<file path="config.mk">
export PLATFORM = sky130hd
export DESIGN_NAME = lagged_table_noise_generator_core
export DESIGN_NICKNAME = d
export VERILOG_FILES = /design/src/hw/rtl/ltng_pkg.sv /design/src/hw/rtl/ltng_table.sv /design/src/hw/rtl/ltng_alu.sv /design/src/hw/rtl/ltng_seq.sv /design/src/hw/rtl/lagged_table_noise_generator_core.sv
export SDC_FILE = /design/constraint.sdc
export NUM_CORES = 2
export LEC_CHECK = 0
export BUFFER_PORTS_ARGS = -buffer_cell sky130_fd_sc_hd__buf_2
export CAP_MARGIN = 0
export CORE_ASPECT_RATIO = 0.8
export CORE_UTILIZATION = 50
export DETAILED_ROUTE_END_ITERATION = 8
export PLACE_DENSITY = 0.66
export SLEW_MARGIN = 20
export SYNTH_ARGS = -nofsm -noshare
export SYNTH_HDL_FRONTEND = slang
export SYNTH_SLANG_ARGS = --single-unit
</file>
<file path="constraint.sdc">
create_clock -name clk -period 9.85 [get_ports clk]
set_input_delay 0.4925 -clock clk [delete_from_list [all_inputs] [get_ports clk]]
set_output_delay 0.4925 -clock clk [all_outputs]
set_load 0.02 [all_outputs]
</file>
<file path="src/hw/rtl/ltng_pkg.sv">
// Shared types, constants and helper functions for the lagged-table noise generator.
package ltng_pkg;

  localparam int TBL_LEN    = 17;
  localparam int IDX_W      = 5;
  localparam int WORD_W     = 32;
  localparam int AMP_W      = 24;
  localparam int NOISE_W    = 25;
  localparam int DIFF_W     = WORD_W + 1;
  localparam int NPROD_W    = AMP_W + DIFF_W;
  localparam int FRAC_SHIFT = 31;
  localparam int UPC_W      = 4;

  localparam int MIX_ROUNDS = 8;
  localparam int ROUND_W    = (MIX_ROUNDS < 2) ? 1 : $clog2(MIX_ROUNDS);
  localparam logic [ROUND_W-1:0] LAST_ROUND =
    ROUND_W'((MIX_ROUNDS > 0) ? (MIX_ROUNDS - 1) : 0);

  localparam logic [WORD_W-1:0] RESET_WORDS [TBL_LEN] = '{
    32'h3847a384, 32'h56af9029, 32'hc3852109, 32'h01835567,
    32'h58927374, 32'h77733935, 32'habcdef09, 32'h19258761,
    32'h58585716, 32'hd08f0ea0, 32'h44a5face, 32'hc0feeba6,
    32'h67860a38, 32'h45871265, 32'h9fbc0e38, 32'h35175722,
    32'h45787162
  };

  localparam logic signed [DIFF_W-1:0] DIFF_BIAS = 33'sh0_8000_0000;

  typedef enum logic [3:0] {
    ACT_LOAD     = 4'd0,
    ACT_TMP      = 4'd1,
    ACT_XOR_ADD  = 4'd2,
    ACT_ROT_ADD  = 4'd3,
    ACT_MUL      = 4'd4,
    ACT_PROD_ADD = 4'd5,
    ACT_SEED_XOR = 4'd6,
    ACT_SEED_MUL = 4'd7,
    ACT_SEED_ADD = 4'd8,
    ACT_WRITE    = 4'd9,
    ACT_DIFF     = 4'd10,
    ACT_NOISE    = 4'd11
  } act_t;

  typedef enum logic [2:0] {
    PROG_SEED = 3'b001,
    PROG_MIX  = 3'b010,
    PROG_REQ  = 3'b100
  } prog_t;

  typedef struct packed {
    logic             rd;
    logic [IDX_W-1:0] off;
    act_t             act;
    logic             last;
  } uop_t;

  typedef struct packed {
    logic [WORD_W-1:0]        acc;
    logic [WORD_W-1:0]        tmp;
    logic [WORD_W-1:0]        prod;
    logic signed [DIFF_W-1:0] diff;
    logic signed [NPROD_W-1:0] nprod;
  } dp_t;

  typedef struct packed {
    logic              rd_en;
    logic              wr_en;
    logic [IDX_W-1:0]  addr;
    logic [WORD_W-1:0] wr_data;
  } tbl_req_t;

  typedef struct packed {
    logic                      valid;
    logic signed [NOISE_W-1:0] noise;
    logic [WORD_W-1:0]         raw_word;
  } res_t;

  function automatic logic [WORD_W-1:0] rotl3(input logic [WORD_W-1:0] v);
    return {v[WORD_W-4:0], v[WORD_W-1:WORD_W-3]};
  endfunction

  function automatic logic [IDX_W-1:0] addr_wrap(input logic [IDX_W-1:0] base,
                                                 input logic [IDX_W-1:0] off);
    logic [IDX_W:0] s;
    s = {1'b0, base} + {1'b0, off};
    if (s >= (IDX_W+1)'(TBL_LEN)) begin
      s = s - (IDX_W+1)'(TBL_LEN);
    end
    return s[IDX_W-1:0];
  endfunction

  function automatic uop_t mk(input logic rd, input int off, input act_t act,
                              input logic last);
    uop_t u;
    u.rd   = rd;
    u.off  = IDX_W'(off);
    u.act  = act;
    u.last = last;
    return u;
  endfunction

  // Microprogram: the mix and request passes update one word each; the seed pass updates two
  function automatic uop_t uop(input prog_t prog, input logic [UPC_W-1:0] upc);
    uop_t u;
    u = mk(1'b0, 0, ACT_WRITE, 1'b1);
    case (prog)
      PROG_SEED: begin
        case (upc)
          4'd0: u = mk(1'b1, 0, ACT_SEED_XOR, 1'b0);
          4'd1: u = mk(1'b0, 0, ACT_WRITE,    1'b0);
          4'd2: u = mk(1'b0, 0, ACT_SEED_MUL, 1'b0);
          4'd3: u = mk(1'b1, 1, ACT_SEED_ADD, 1'b0);
          4'd4: u = mk(1'b0, 1, ACT_WRITE,    1'b1);
          default: u = mk(1'b0, 1, ACT_WRITE, 1'b1);
        endcase
      end
      PROG_MIX: begin
        case (upc)
          4'd0: u = mk(1'b1, 0,  ACT_LOAD,    1'b0);
          4'd1: u = mk(1'b1, 7,  ACT_TMP,     1'b0);
          4'd2: u = mk(1'b1, 5,  ACT_XOR_ADD, 1'b0);
          4'd3: u = mk(1'b1, 13, ACT_ROT_ADD, 1'b0);
          4'd4: u = mk(1'b0, 0,  ACT_WRITE,   1'b1);
          default: u = mk(1'b0, 0, ACT_WRITE, 1'b1);
        endcase
      end
      PROG_REQ: begin
        case (upc)
          4'd0: u = mk(1'b1, 0,  ACT_LOAD,     1'b0);
          4'd1: u = mk(1'b1, 4,  ACT_TMP,      1'b0);
          4'd2: u = mk(1'b1, 13, ACT_XOR_ADD,  1'b0);
          4'd3: u = mk(1'b1, 10, ACT_ROT_ADD,  1'b0);
          4'd4: u = mk(1'b1, 7,  ACT_TMP,      1'b0);
          4'd5: u = mk(1'b1, 8,  ACT_MUL,      1'b0);
          4'd6: u = mk(1'b0, 0,  ACT_PROD_ADD, 1'b0);
          4'd7: u = mk(1'b0, 0,  ACT_WRITE,    1'b0);
          4'd8: u = mk(1'b0, 0,  ACT_DIFF,     1'b0);
          4'd9: u = mk(1'b0, 0,  ACT_NOISE,    1'b1);
          default: u = mk(1'b0, 0, ACT_NOISE, 1'b1);
        endcase
      end
      default: u = mk(1'b0, 0, ACT_WRITE, 1'b1);
    endcase
    return u;
  endfunction

endpackage

</file>
<file path="src/hw/rtl/ltng_table.sv">
// 17-word mixing table: one read or write port, registered read, reset contents via valid bits.
module ltng_table (
  input  logic                             clk,
  input  logic                             rst_n,
  input  ltng_pkg::tbl_req_t               req,
  output logic [ltng_pkg::WORD_W-1:0]      rd_data
);

  logic [ltng_pkg::WORD_W-1:0] mem [ltng_pkg::TBL_LEN];
  logic [ltng_pkg::TBL_LEN-1:0] vld_r;
  logic [ltng_pkg::WORD_W-1:0] rd_data_r;

  always_ff @(posedge clk) begin
    if (req.wr_en) begin
      mem[req.addr] <= req.wr_data;
    end
  end

  always_ff @(posedge clk) begin
    if (!rst_n) begin
      vld_r <= '0;
    end else if (req.wr_en) begin
      vld_r[req.addr] <= 1'b1;
    end
  end

  always_ff @(posedge clk) begin
    if (req.rd_en) begin
      rd_data_r <= vld_r[req.addr] ? mem[req.addr] : ltng_pkg::RESET_WORDS[req.addr];
    end
  end

  assign rd_data = rd_data_r;

endmodule

</file>
<file path="src/hw/rtl/ltng_alu.sv">
// Shared arithmetic unit: one adder, one 16x16 multiplier, noise scaling multiplier.
module ltng_alu (
  input  ltng_pkg::act_t                   act,
  input  ltng_pkg::dp_t                    dp_i,
  input  logic [ltng_pkg::WORD_W-1:0]      rdata,
  input  logic [ltng_pkg::WORD_W-1:0]      seed,
  input  logic signed [ltng_pkg::AMP_W-1:0] amp,
  output ltng_pkg::dp_t                    dp_o
);

  logic [15:0]                 mul_a;
  logic [15:0]                 mul_b;
  logic [ltng_pkg::WORD_W-1:0] mul_p;
  logic [ltng_pkg::WORD_W-1:0] add_a;
  logic [ltng_pkg::WORD_W-1:0] add_b;
  logic [ltng_pkg::WORD_W-1:0] add_s;

  always_comb begin
    if (act == ltng_pkg::ACT_SEED_MUL) begin
      mul_a = dp_i.acc[31:16];
      mul_b = seed[15:0];
    end else begin
      mul_a = dp_i.tmp[15:0];
      mul_b = rdata[18:3];
    end
    mul_p = mul_a * mul_b;

    add_a = (act == ltng_pkg::ACT_SEED_ADD) ? rdata : dp_i.acc;
    case (act)
      ltng_pkg::ACT_XOR_ADD:  add_b = dp_i.tmp ^ rdata;
      ltng_pkg::ACT_ROT_ADD:  add_b = ltng_pkg::rotl3(rdata);
      ltng_pkg::ACT_PROD_ADD: add_b = dp_i.prod;
      ltng_pkg::ACT_SEED_ADD: add_b = dp_i.prod;
      default:                add_b = '0;
    endcase
    add_s = add_a + add_b;

    dp_o = dp_i;
    case (act)
      ltng_pkg::ACT_LOAD:     dp_o.acc = rdata;
      ltng_pkg::ACT_TMP:      dp_o.tmp = rdata;
      ltng_pkg::ACT_XOR_ADD:  dp_o.acc = add_s;
      ltng_pkg::ACT_ROT_ADD:  dp_o.acc = add_s;
      ltng_pkg::ACT_PROD_ADD: dp_o.acc = add_s;
      ltng_pkg::ACT_SEED_ADD: dp_o.acc = add_s;
      ltng_pkg::ACT_MUL:      dp_o.prod = mul_p;
      ltng_pkg::ACT_SEED_MUL: dp_o.prod = mul_p;
      ltng_pkg::ACT_SEED_XOR: dp_o.acc = rdata ^ {seed[7:0], seed[31:8]};
      ltng_pkg::ACT_DIFF:     dp_o.diff = ltng_pkg::DIFF_BIAS - $signed({1'b0, dp_i.acc});
      ltng_pkg::ACT_NOISE:    dp_o.nprod = $signed(amp) * $signed(dp_i.diff);
      ltng_pkg::ACT_WRITE:    dp_o = dp_i;
      default:                dp_o = dp_i;
    endcase
  end

endmodule

</file>
<file path="src/hw/rtl/ltng_seq.sv">
// Sequencer: runs the seed, mix and per-request microprograms over the shared unit.
module ltng_seq (
  input  logic                              clk,
  input  logic                              rst_n,
  input  logic                              start,
  input  logic signed [ltng_pkg::AMP_W-1:0] amplitude,
  input  logic [ltng_pkg::WORD_W-1:0]       seed,
  output logic                              idle,
  output ltng_pkg::res_t                    res,
  input  logic                              take,
  output ltng_pkg::tbl_req_t                tbl,
  input  logic [ltng_pkg::WORD_W-1:0]       rd_data
);

  typedef enum logic [3:0] {
    ST_IDLE  = 4'b0001,
    ST_ISSUE = 4'b0010,
    ST_EXEC  = 4'b0100,
    ST_DONE  = 4'b1000
  } state_t;

  state_t                              st_r, st_nxt;
  ltng_pkg::prog_t                     prog_r, prog_nxt;
  logic [ltng_pkg::UPC_W-1:0]          upc_r, upc_nxt;
  logic [ltng_pkg::IDX_W-1:0]          base_r, base_nxt;
  logic [ltng_pkg::ROUND_W-1:0]        round_r, round_nxt;
  logic [ltng_pkg::IDX_W-1:0]          pos_r, pos_nxt;
  logic                                seeded_r, seeded_nxt;
  logic signed [ltng_pkg::AMP_W-1:0]   amp_r, amp_nxt;
  ltng_pkg::dp_t                       dp_r, dp_nxt, alu_out;
  ltng_pkg::uop_t                      u;
  logic [ltng_pkg::IDX_W-1:0]          next_pos;
  logic                                apply;
  logic                                adv;

  ltng_alu u_alu (
    .act   (u.act),
    .dp_i  (dp_r),
    .rdata (rd_data),
    .seed  (seed),
    .amp   (amp_r),
    .dp_o  (alu_out)
  );

  always_comb begin
    u        = ltng_pkg::uop(prog_r, upc_r);
    next_pos = (pos_r == ltng_pkg::IDX_W'(ltng_pkg::TBL_LEN - 1)) ? '0 :
               pos_r + ltng_pkg::IDX_W'(1);

    st_nxt     = st_r;
    prog_nxt   = prog_r;
    upc_nxt    = upc_r;
    base_nxt   = base_r;
    round_nxt  = round_r;
    pos_nxt    = pos_r;
    seeded_nxt = seeded_r;
    amp_nxt    = amp_r;
    dp_nxt     = dp_r;
    apply      = 1'b0;
    adv        = 1'b0;

    tbl.rd_en   = 1'b0;
    tbl.wr_en   = 1'b0;
    tbl.addr    = ltng_pkg::addr_wrap(base_r, u.off);
    tbl.wr_data = dp_r.acc;

    case (st_r)
      ST_IDLE: begin
        if (start) begin
          amp_nxt = amplitude;
          upc_nxt = '0;
          st_nxt  = ST_ISSUE;
          if (!seeded_r) begin
            seeded_nxt = 1'b1;
            prog_nxt   = ltng_pkg::PROG_SEED;
            base_nxt   = '0;
          end else begin
            prog_nxt = ltng_pkg::PROG_REQ;
            base_nxt = next_pos;
            pos_nxt  = next_pos;
          end
        end
      end
      ST_ISSUE: begin
        if (u.rd) begin
          tbl.rd_en = 1'b1;
          st_nxt    = ST_EXEC;
        end else begin
          apply     = 1'b1;
          adv       = 1'b1;
          tbl.wr_en = (u.act == ltng_pkg::ACT_WRITE);
        end
      end
      ST_EXEC: begin
        apply  = 1'b1;
        adv    = 1'b1;
        st_nxt = ST_ISSUE;
      end
      ST_DONE: begin
        if (take) begin
          st_nxt = ST_IDLE;
        end
      end
      default: st_nxt = ST_IDLE;
    endcase

    if (apply) begin
      dp_nxt = alu_out;
    end

    if (adv) begin
      if (!u.last) begin
        upc_nxt = upc_r + ltng_pkg::UPC_W'(1);
      end else begin
        upc_nxt = '0;
        case (prog_r)
          ltng_pkg::PROG_SEED: begin
            if (ltng_pkg::MIX_ROUNDS == 0) begin
              prog_nxt = ltng_pkg::PROG_REQ;
              base_nxt = next_pos;
              pos_nxt  = next_pos;
            end else begin
              prog_nxt  = ltng_pkg::PROG_MIX;
              base_nxt  = '0;
              round_nxt = '0;
            end
          end
          ltng_pkg::PROG_MIX: begin
            if (base_r == ltng_pkg::IDX_W'(ltng_pkg::TBL_LEN - 1)) begin
              base_nxt = '0;
              if (round_r == ltng_pkg::LAST_ROUND) begin
                prog_nxt = ltng_pkg::PROG_REQ;
                base_nxt = next_pos;
                pos_nxt  = next_pos;
              end else begin
                round_nxt = round_r + ltng_pkg::ROUND_W'(1);
              end
            end else begin
              base_nxt = base_r + ltng_pkg::IDX_W'(1);
            end
          end
          ltng_pkg::PROG_REQ: st_nxt = ST_DONE;
          default: st_nxt = ST_DONE;
        endcase
      end
    end
  end

  always_ff @(posedge clk) begin
    if (!rst_n) begin
      st_r     <= ST_IDLE;
      prog_r   <= ltng_pkg::PROG_SEED;
      upc_r    <= '0;
      base_r   <= '0;
      round_r  <= '0;
      pos_r    <= '0;
      seeded_r <= 1'b0;
    end else begin
      st_r     <= st_nxt;
      prog_r   <= prog_nxt;
      upc_r    <= upc_nxt;
      base_r   <= base_nxt;
      round_r  <= round_nxt;
      pos_r    <= pos_nxt;
      seeded_r <= seeded_nxt;
    end
  end

  always_ff @(posedge clk) begin
    amp_r <= amp_nxt;
    dp_r  <= dp_nxt;
  end

  assign idle         = (st_r == ST_IDLE);
  assign res.valid    = (st_r == ST_DONE);
  assign res.noise    = dp_r.nprod[ltng_pkg::NOISE_W+ltng_pkg::FRAC_SHIFT-1:ltng_pkg::FRAC_SHIFT];
  assign res.raw_word = dp_r.acc;

  a_pos_range: assert property (@(posedge clk) disable iff (!rst_n)
    pos_r < ltng_pkg::IDX_W'(ltng_pkg::TBL_LEN))
    else $error("table position out of range");

  a_base_range: assert property (@(posedge clk) disable iff (!rst_n)
    base_r < ltng_pkg::IDX_W'(ltng_pkg::TBL_LEN))
    else $error("word index out of range");

  a_port_excl: assert property (@(posedge clk) disable iff (!rst_n)
    !(tbl.rd_en && tbl.wr_en))
    else $error("table read and write in the same cycle");

  a_done_req: assert property (@(posedge clk) disable iff (!rst_n)
    (st_r == ST_DONE) |-> (prog_r == ltng_pkg::PROG_REQ && seeded_r))
    else $error("result presented outside a seeded request");

endmodule

</file>
<file path="src/hw/rtl/lagged_table_noise_generator_core.sv">
// Top level of the lagged-table noise generator: ports, seed register, result register.
//
// Usage:
//   cfg_valid/cfg_ready/cfg_seed write the seed register; cfg_ready is always high.
//   in_valid/in_ready/in_amplitude carry one request (signed Q8.16 amplitude).
//   out_valid/out_ready/out_noise/out_raw_word carry one result per request.
// Request flow:
//   A steady request reads the single-port table six times in the shared
//   unit, then adds, writes back and scales. in_ready is high only while the
//   sequencer is idle, so a new request is accepted only after the previous
//   result has been handed on to the output register.
//   The first request after reset also seeds and mixes the table: seeding of
//   two words, then 136 word updates over eight rounds.
// Reset:
//   The table returns to its fixed contents, the position to zero, the block
//   to the unseeded state and the seed register to zero.
// Stall:
//   A finished result waits in the output register; the next request is taken
//   meanwhile, and the sequencer holds its own result until the register frees.
module lagged_table_noise_generator_core (
  input  logic                               clk,
  input  logic                               rst_n,
  input  logic                               in_valid,
  output logic                               in_ready,
  input  logic signed [ltng_pkg::AMP_W-1:0]  in_amplitude,
  output logic                               out_valid,
  input  logic                               out_ready,
  output logic signed [ltng_pkg::NOISE_W-1:0] out_noise,
  output logic [ltng_pkg::WORD_W-1:0]        out_raw_word,
  input  logic                               cfg_valid,
  output logic                               cfg_ready,
  input  logic [ltng_pkg::WORD_W-1:0]        cfg_seed
);

  logic [ltng_pkg::WORD_W-1:0]         seed_r;
  logic                                out_valid_r;
  logic signed [ltng_pkg::NOISE_W-1:0] out_noise_r;
  logic [ltng_pkg::WORD_W-1:0]         out_raw_word_r;
  logic                                idle;
  logic                                take;
  ltng_pkg::res_t                      res;
  ltng_pkg::tbl_req_t                  tbl;
  logic [ltng_pkg::WORD_W-1:0]         rd_data;

  ltng_table u_table (
    .clk     (clk),
    .rst_n   (rst_n),
    .req     (tbl),
    .rd_data (rd_data)
  );

  ltng_seq u_seq (
    .clk       (clk),
    .rst_n     (rst_n),
    .start     (in_valid),
    .amplitude (in_amplitude),
    .seed      (seed_r),
    .idle      (idle),
    .res       (res),
    .take      (take),
    .tbl       (tbl),
    .rd_data   (rd_data)
  );

  assign take      = !out_valid_r || out_ready;
  assign in_ready  = idle;
  assign cfg_ready = 1'b1;

  always_ff @(posedge clk) begin
    if (!rst_n) begin
      seed_r <= '0;
    end else if (cfg_valid) begin
      seed_r <= cfg_seed;
    end
  end

  always_ff @(posedge clk) begin
    if (!rst_n) begin
      out_valid_r <= 1'b0;
    end else if (take) begin
      out_valid_r <= res.valid;
    end
  end

  always_ff @(posedge clk) begin
    if (take && res.valid) begin
      out_noise_r    <= res.noise;
      out_raw_word_r <= res.raw_word;
    end
  end

  assign out_valid    = out_valid_r;
  assign out_noise    = out_noise_r;
  assign out_raw_word = out_raw_word_r;

endmodule

</file>
# Word-level counts from Yosys, hierarchy flattened
# Memories as Yosys holds them, arrays and structs flattened. A register that Yosys moved wholly into a read port is not among the register bits.
# Index checks and enable logic that the tools add are counted.
# totals
reg_bits,373
ramBits,544
rom_bits,1184
in_bits,61
out_inout_bits,60
word_cells,152
n_memories,3
# mem_list
memory,words,width,read_ports,rd_clocked_by_memory_dff,wr,line,source
(no name shown),32,32,1,0,0,ltng_table.sv:29,rd_data_r <= vld_r[req.addr] ? mem[req.addr] : ltng_pkg::RESET_WORDS[req.addr];
u_table.mem,17,32,1,0,1,ltng_table.sv:9,logic [ltng_pkg::WORD_W-1:0] mem [ltng_pkg::TBL_LEN];
(no name shown),16,10,1,1,0,ltng_pkg.sv:128,case (upc)
# classes
addsub,8
n_mul,2
n_lt_le_gt_ge,4
n_eq_ne,26
n_mux,64
bitwise,4
n_reduce_logical,22
# ops
cell,count
$pmux 32 s3,2
$mux 32,4
$pmux 11 s4,2
$mux 5,17
$xor 32x32->32,2
$mul 24x33->56,1
$mux 4,12
$pmux 11 s3,1
$sub 32x32->33 const A,1
$add 32x32->32,1
$mul 16x16->32,1
$mux 16,2
$mux 3,9
$eq 4x2->1 const B,5
$eq 4x3->1 const B,5
$eq 4x4->1 const B,5
$or 17x17->17,1
$pmux 4 s4,1
$reduce_and 2->1,7
$eq 4x1->1 const B,3
$pmux 3 s2,2
$add 5x1->5 const B,2
$eq 5x5->1 const B,2
$pmux 5 s2,1
other kinds (28),41

# Logic depth before layout (Yosys ltp)
# depth
word_depth,11
ltp_mapped,35

# Cells and area by module
# From an unflattened synthesis, not the netlist that was laid out.
# unflattened
hier_cells,6881
hier_area_um2,78108.7
# modules_own_cells
mod,n_inst,cells_each,area_per_inst_um2,seq_area_each_um2
ltng_alu,1,4970,42178.0,0.0
ltng_table,1,1148,23482.5,17636.9
ltng_seq,1,596,9437.8,7006.7
lagged_table_noise_generator_core,1,167,3010.4,2372.3

# Least setup slack after synthesis
# No wires, ideal clock.
# synth_path
path_kind,flip-flop to flip-flop
start,register u_seq.upc_r[1] (netlist bit)
end,"register u_seq.dp_r[121] (netlist bit), data pin"
setup_time_ns,0.264
arrival_ns,8.315
required_ns,9.586
setup_slack_ns,1.271
stages_incl_launch_ff,35
path_buffers,3
period_less_slack_ns,8.579
cell_sequence,dfxtp_1 -> inv_1 -> ha_1 -> or4_1 -> a22oi_1 -> o22ai_1 -> nand2_1 -> or3_1 -> clkbuf_1 -> clkbuf_1 -> mux2i_1 -> clkbuf_1 -> nor2_1 -> fa_1 -> inv_1 -> fa_1 -> inv_1 -> fa_1 -> fa_1 -> fa_1 -> inv_1 -> fa_1 -> inv_1 -> ha_1 -> a21o_1 -> a21o_1 -> a21oi_1 -> or3_1 -> o21ai_0 -> o21a_1 -> o31a_1 -> or2_2 -> o31a_1 -> a211oi_1 -> xnor2_1
# synth_between
elab_chain_len,6
elab_cells_between_ends,11
cone_classes,1 x mul; 4 x eq/ne; 5 x mux; 1 x reduce/logical
# synth_rtl
element,line,source
"start, declared",ltng_seq.sv:24,"logic [ltng_pkg::UPC_W-1:0] upc_r, upc_nxt;"
"start signal, assigned",ltng_seq.sv:161,upc_r <= upc_nxt;
"$eq 4x2->1, or another cell as far along","ltng_pkg.sv:108, ltng_pkg.sv:118",
$pmux 11 s4 (on tied branches),"ltng_pkg.sv:118, ltng_pkg.sv:108",
$pmux 11 s3 *,ltng_pkg.sv:106,case (prog)
$eq 4x3->1 *,ltng_alu.sv:19,if (act == ltng_pkg::ACT_SEED_MUL) begin
$mux 16,ltng_alu.sv:19,
$mul 16x16->32 *,ltng_alu.sv:26,mul_p = mul_a * mul_b;
via u_seq.u_alu.mul_p (one bit),ltng_alu.sv:13,logic [ltng_pkg::WORD_W-1:0] mul_p;
"end signal, assigned",ltng_seq.sv:171,dp_r <= dp_nxt;
"end, declared",ltng_seq.sv:30,"ltng_pkg::dp_t dp_r, dp_nxt, alu_out;"
# The timed path passes the listed nets; every way through them passes the cells marked *.
# A chain may end at the register's enable or synchronous reset.

# Final worst setup path
# layout_path
start,register u_seq.prog_r[1]
end,"register u_seq.dp_r[121] (netlist bit), data pin"
# layout_between
elab_chain_len,5
elab_cells_between_ends,8
cone_classes,1 x mul; 4 x eq/ne; 3 x mux
# layout_rtl
element,line,source
"start, declared",ltng_seq.sv:23,"ltng_pkg::prog_t prog_r, prog_nxt;"
"start signal, assigned",ltng_seq.sv:152,prog_r <= ltng_pkg::PROG_SEED;
"start signal, assigned",ltng_seq.sv:160,prog_r <= prog_nxt;
"$eq 3x3->1, or another cell as far along",ltng_pkg.sv:106,
$pmux 11 s3 *,ltng_pkg.sv:106,
$eq 4x3->1 *,ltng_alu.sv:19,
$mux 16,ltng_alu.sv:19,
$mul 16x16->32 *,ltng_alu.sv:26,
via u_seq.u_alu.mul_p (one bit),ltng_alu.sv:13,
# Marked as above.

==> metrics.txt <==
Tmin final=roughly 9300 ps; Post-Syn Instances=approximately 6,700; setup violators final=0; grt met2 use=0.434; initial core utilization=0.505; CTS Buffer Depth=3; DR pass1 iterations=6; Final Hold Viols=0; Slew headroom=0.197; met3 GRT Util=0.0551; most common cell in the netlist=nand2_1; total net switching power=9.53 mW; vias in the first global route=52,200; HPWL after DPL=154 mm; PD cells=282 nW/um^2; area grow syn2layout=8.95%; Avg WL per Cell=approximately 24 um; area of the core=146,000 sq um; CTS sink cnt=896; busiest grt layer=met1; Die X-Extent=approximately 430 um; Placed Instances=8,613; number of H-tree levels=3; XOR/XNOR Fraction of Synth Area=0.0200; most used cell, CP=fa_1; Largest delay share family, worst path=adder cells; vias per std cell=between 5 and 6; worst setup path category=reg -> reg; Post-synth EDFFs=811; hold depth=1; worst path bufs/invs=5; IO buf count=119; Nets=8,128; clk slew on worst S/H paths=about 60 ps; Critical Path Start Type=register; Slew Limit Fails=0; Clk pwr share=0.159; first-pass GRT wire length=327 mm; Cell Rows=125; Worst Tran Pin Value=1200 ps; Die Ht=345 um; Layout Cells excl Fill=between 8,000 and 9,000; Syn Std Cell Area=73,700 sq um; ys async rst share=0; Final Wtd Congestion=0.964; pin count of the biggest net entering global routing=140; Layout fillers=~12,000; Clock Latency Late Sink=730 ps; die area=149,000 sq um; P_leak=33.9 nW; DR iter-0 viols=6,081; post-synthesis adder-cell area fraction=0.323; via count=just over 50,000; CTS buffer count=93; Post-synth top flop=edfxtp_1; hold crit path type=in -> reg; peak supply drop=approximately 0.6 mV; Reg2Reg Depth=30; IO Pins=roughly 120; skew final=40.9 ps; WL final=215 mm; Post-Synth Simple-Gate Area=0.129; Yosys Warn Count=0; Mean Syn Cell Area=between 10 and 15 sq um; top area cells in the synthesized netlist=edfxtp_1 33%, fa_1 27%, nand2_1 5.4%; Switching Share=0.421; Post-Synthesis Net Count=8,051; period utilization=0.948; FMAX=107 MHz; sequential power share=0.216; Critical Path RT=roughly 10,000 ps; post-synthesis register bit count=896; grt ovf=0; Finished Core Util=0.551; Setup crit end kind=register; stages on the worst setup path=30; share of the synthesized area in the top cell type=0.331; layout cells sized above 1=0.0914; Max Cap Violations=0; initial antenna violation count=7; Compound-Gate Fraction of Synth Area=0.0669; largest family of logic cells by synthesized area=adder cells; slowest CP cell=dfxtp_1; number of distinct library cells after synthesis=about 90; WP data arrival=9780 ps; Post-DRT Antenna Nets=0; multiplexer share of the synthesized area=0.0378; root buffer cell=clkbuf_16; outcome=finished, final reports clean; Critical Path Fanout Max=17; postcts setup bufs=0; sequential element share of the synthesized area=0.354; Synth area leader=edfxtp_1; RSZ-0062 raised after global routing=no; Global Route Usage Sum=0.292; met1 usage=0.435; Pint=13.1 mW; drt drc=0; combinational share of power=0.625; Fin Setup TNS=0 ps; Critical Path Max Stage Delay=590 ps; most frequent cells after synthesis=1,060 x nand2_1, 1,005 x inv_1, 992 x fa_1, 811 x edfxtp_1, 312 x ha_1; CTS tree=built
-- area by class of cell --
class                           instances  area, sq um  area share
Timing Repair Buffer                  311         2240      0.0279
Sequential cell                       896        26100       0.325
Tap cell                             1968         2460      0.0307
Clock buffer                          121         2520      0.0315
Antenna cell                            1         2.50   0.0000312
Clock inverter                         50          534     0.00666
Multi-Input combinational cell       4452        42600       0.531
Inverter                             1009         3790      0.0473
-- registers in the layout, indices dropped and copies added (netlist names), 17 cells and up, named ones only --
| signal | cells |
|---|---|
| seed_r | 32 |
| u_table.rd_data | 32 |
| u_table.vld_r | 17 |
| u_seq.amp_r | 24 |
| u_table.mem | 544 |
| out_raw_word | 32 |
| out_noise | 25 |
| u_seq.dp_r | 97 |
| u_seq.res | 57 |
-- through the flow --
stage | total power [mW] | cell area [sq um] | setup WS, ps | hold slack [ps]
2_1_floorplan | 15.6 | 73700 | 1270 | 400
3_3_place_gp | 18.8 | 76800 | 378 | 402
3_5_place_dp | 19.0 | 76900 | 141 | 405
4_1_cts | 22.7 | 80100 | 107 | 3.56
5_1_grt | 24.9 | 80200 | 47.2 | 8.15
6_report | 22.6 | 80200 | 512 | 29.6
-- layer usage --
layer  share of wire  vias to the layer above  wire length (um)
met5         0.00010                        -                22
met4           0.036                        4              7810
met3            0.10                      381             22400
met2            0.44                     2688             93800
met1            0.42                    26100             91000
li1                -                    22100                 -
-- cells in the final DEF, fill, tap and decap left out, types with 14 or more instances in the layout --
| cell | instances |
|---|---|
| or2_2 | 14 |
| a31oi_1 | 31 |
| nor2b_1 | 58 |
| clkinv_1 | 20 |
| a211oi_1 | 22 |
| a21oi_1 | 144 |
| fa_1 | 992 |
| nor3_1 | 37 |
| xor2_1 | 48 |
| xnor2_1 | 115 |
| a21o_1 | 51 |
| inv_1 | 1004 |
| nand2b_1 | 49 |
| edfxtp_1 | 811 |
| nand3_1 | 183 |
| buf_4 | 162 |
| o211ai_1 | 21 |
| o22ai_1 | 15 |
| dlygate4sd3_1 | 16 |
| and2_1 | 274 |
| nor3b_1 | 15 |
| a22oi_1 | 21 |
| a311oi_1 | 21 |
| clkbuf_1 | 21 |
| buf_2 | 119 |
| o21ai_0 | 97 |
| clkbuf_16 | 95 |
| a221o_1 | 49 |
| and3_1 | 33 |
| mux2i_1 | 79 |
| o21a_1 | 46 |
| ha_1 | 312 |
| dfxtp_1 | 85 |
| a221oi_1 | 35 |
| mux2_2 | 59 |
| nand2_1 | 1058 |
| mux4_2 | 57 |
| o211a_1 | 14 |
| nor2_1 | 279 |
-- worst paths after layout --
| check | from | end | slack, ps |
|---|---|---|---|
| worst max-delay path | u_seq.prog_r[1] | u_seq.dp_r[121] | 510 |
| worst min-delay path | in_amplitude[0] | u_seq.amp_r[0] | 30 |
| worst max register to register | u_seq.prog_r[1] | u_seq.dp_r[121] | 510 |
| worst min register to register | u_seq.res[39] | out_noise[7] | 420 |
-- power groups by stage --
stage               Clock, mW  Combinational [mW]  Sequential [mW]
floorplan                   0                10.7             4.89
global placement            0                13.9             4.95
detailed placement          0                14.0             4.95
CTS                      3.63                14.2             4.87
global route             3.77                16.2             4.87
finish                   3.59                14.1             4.87
-- cell families after synthesis --
kind of cell	Yosys count
muxes	199
and+or+nand+nor	2090
xor gates and xnor gates	165
other	1
adders and majority gates	1304
AOI/OAI and AO/OA	692
DFF	896
buffers and inverters	1339
-- timing repair --
item | 4_1_cts | 5_1_grt
gates resized for setup | 0 | 6
hold buffers | 16 | 0
endpoints found under the hold margin | 16 | 0
setup endpoints to repair | 0 | 4
Note: power is estimated with default switching activity, not from simulation.
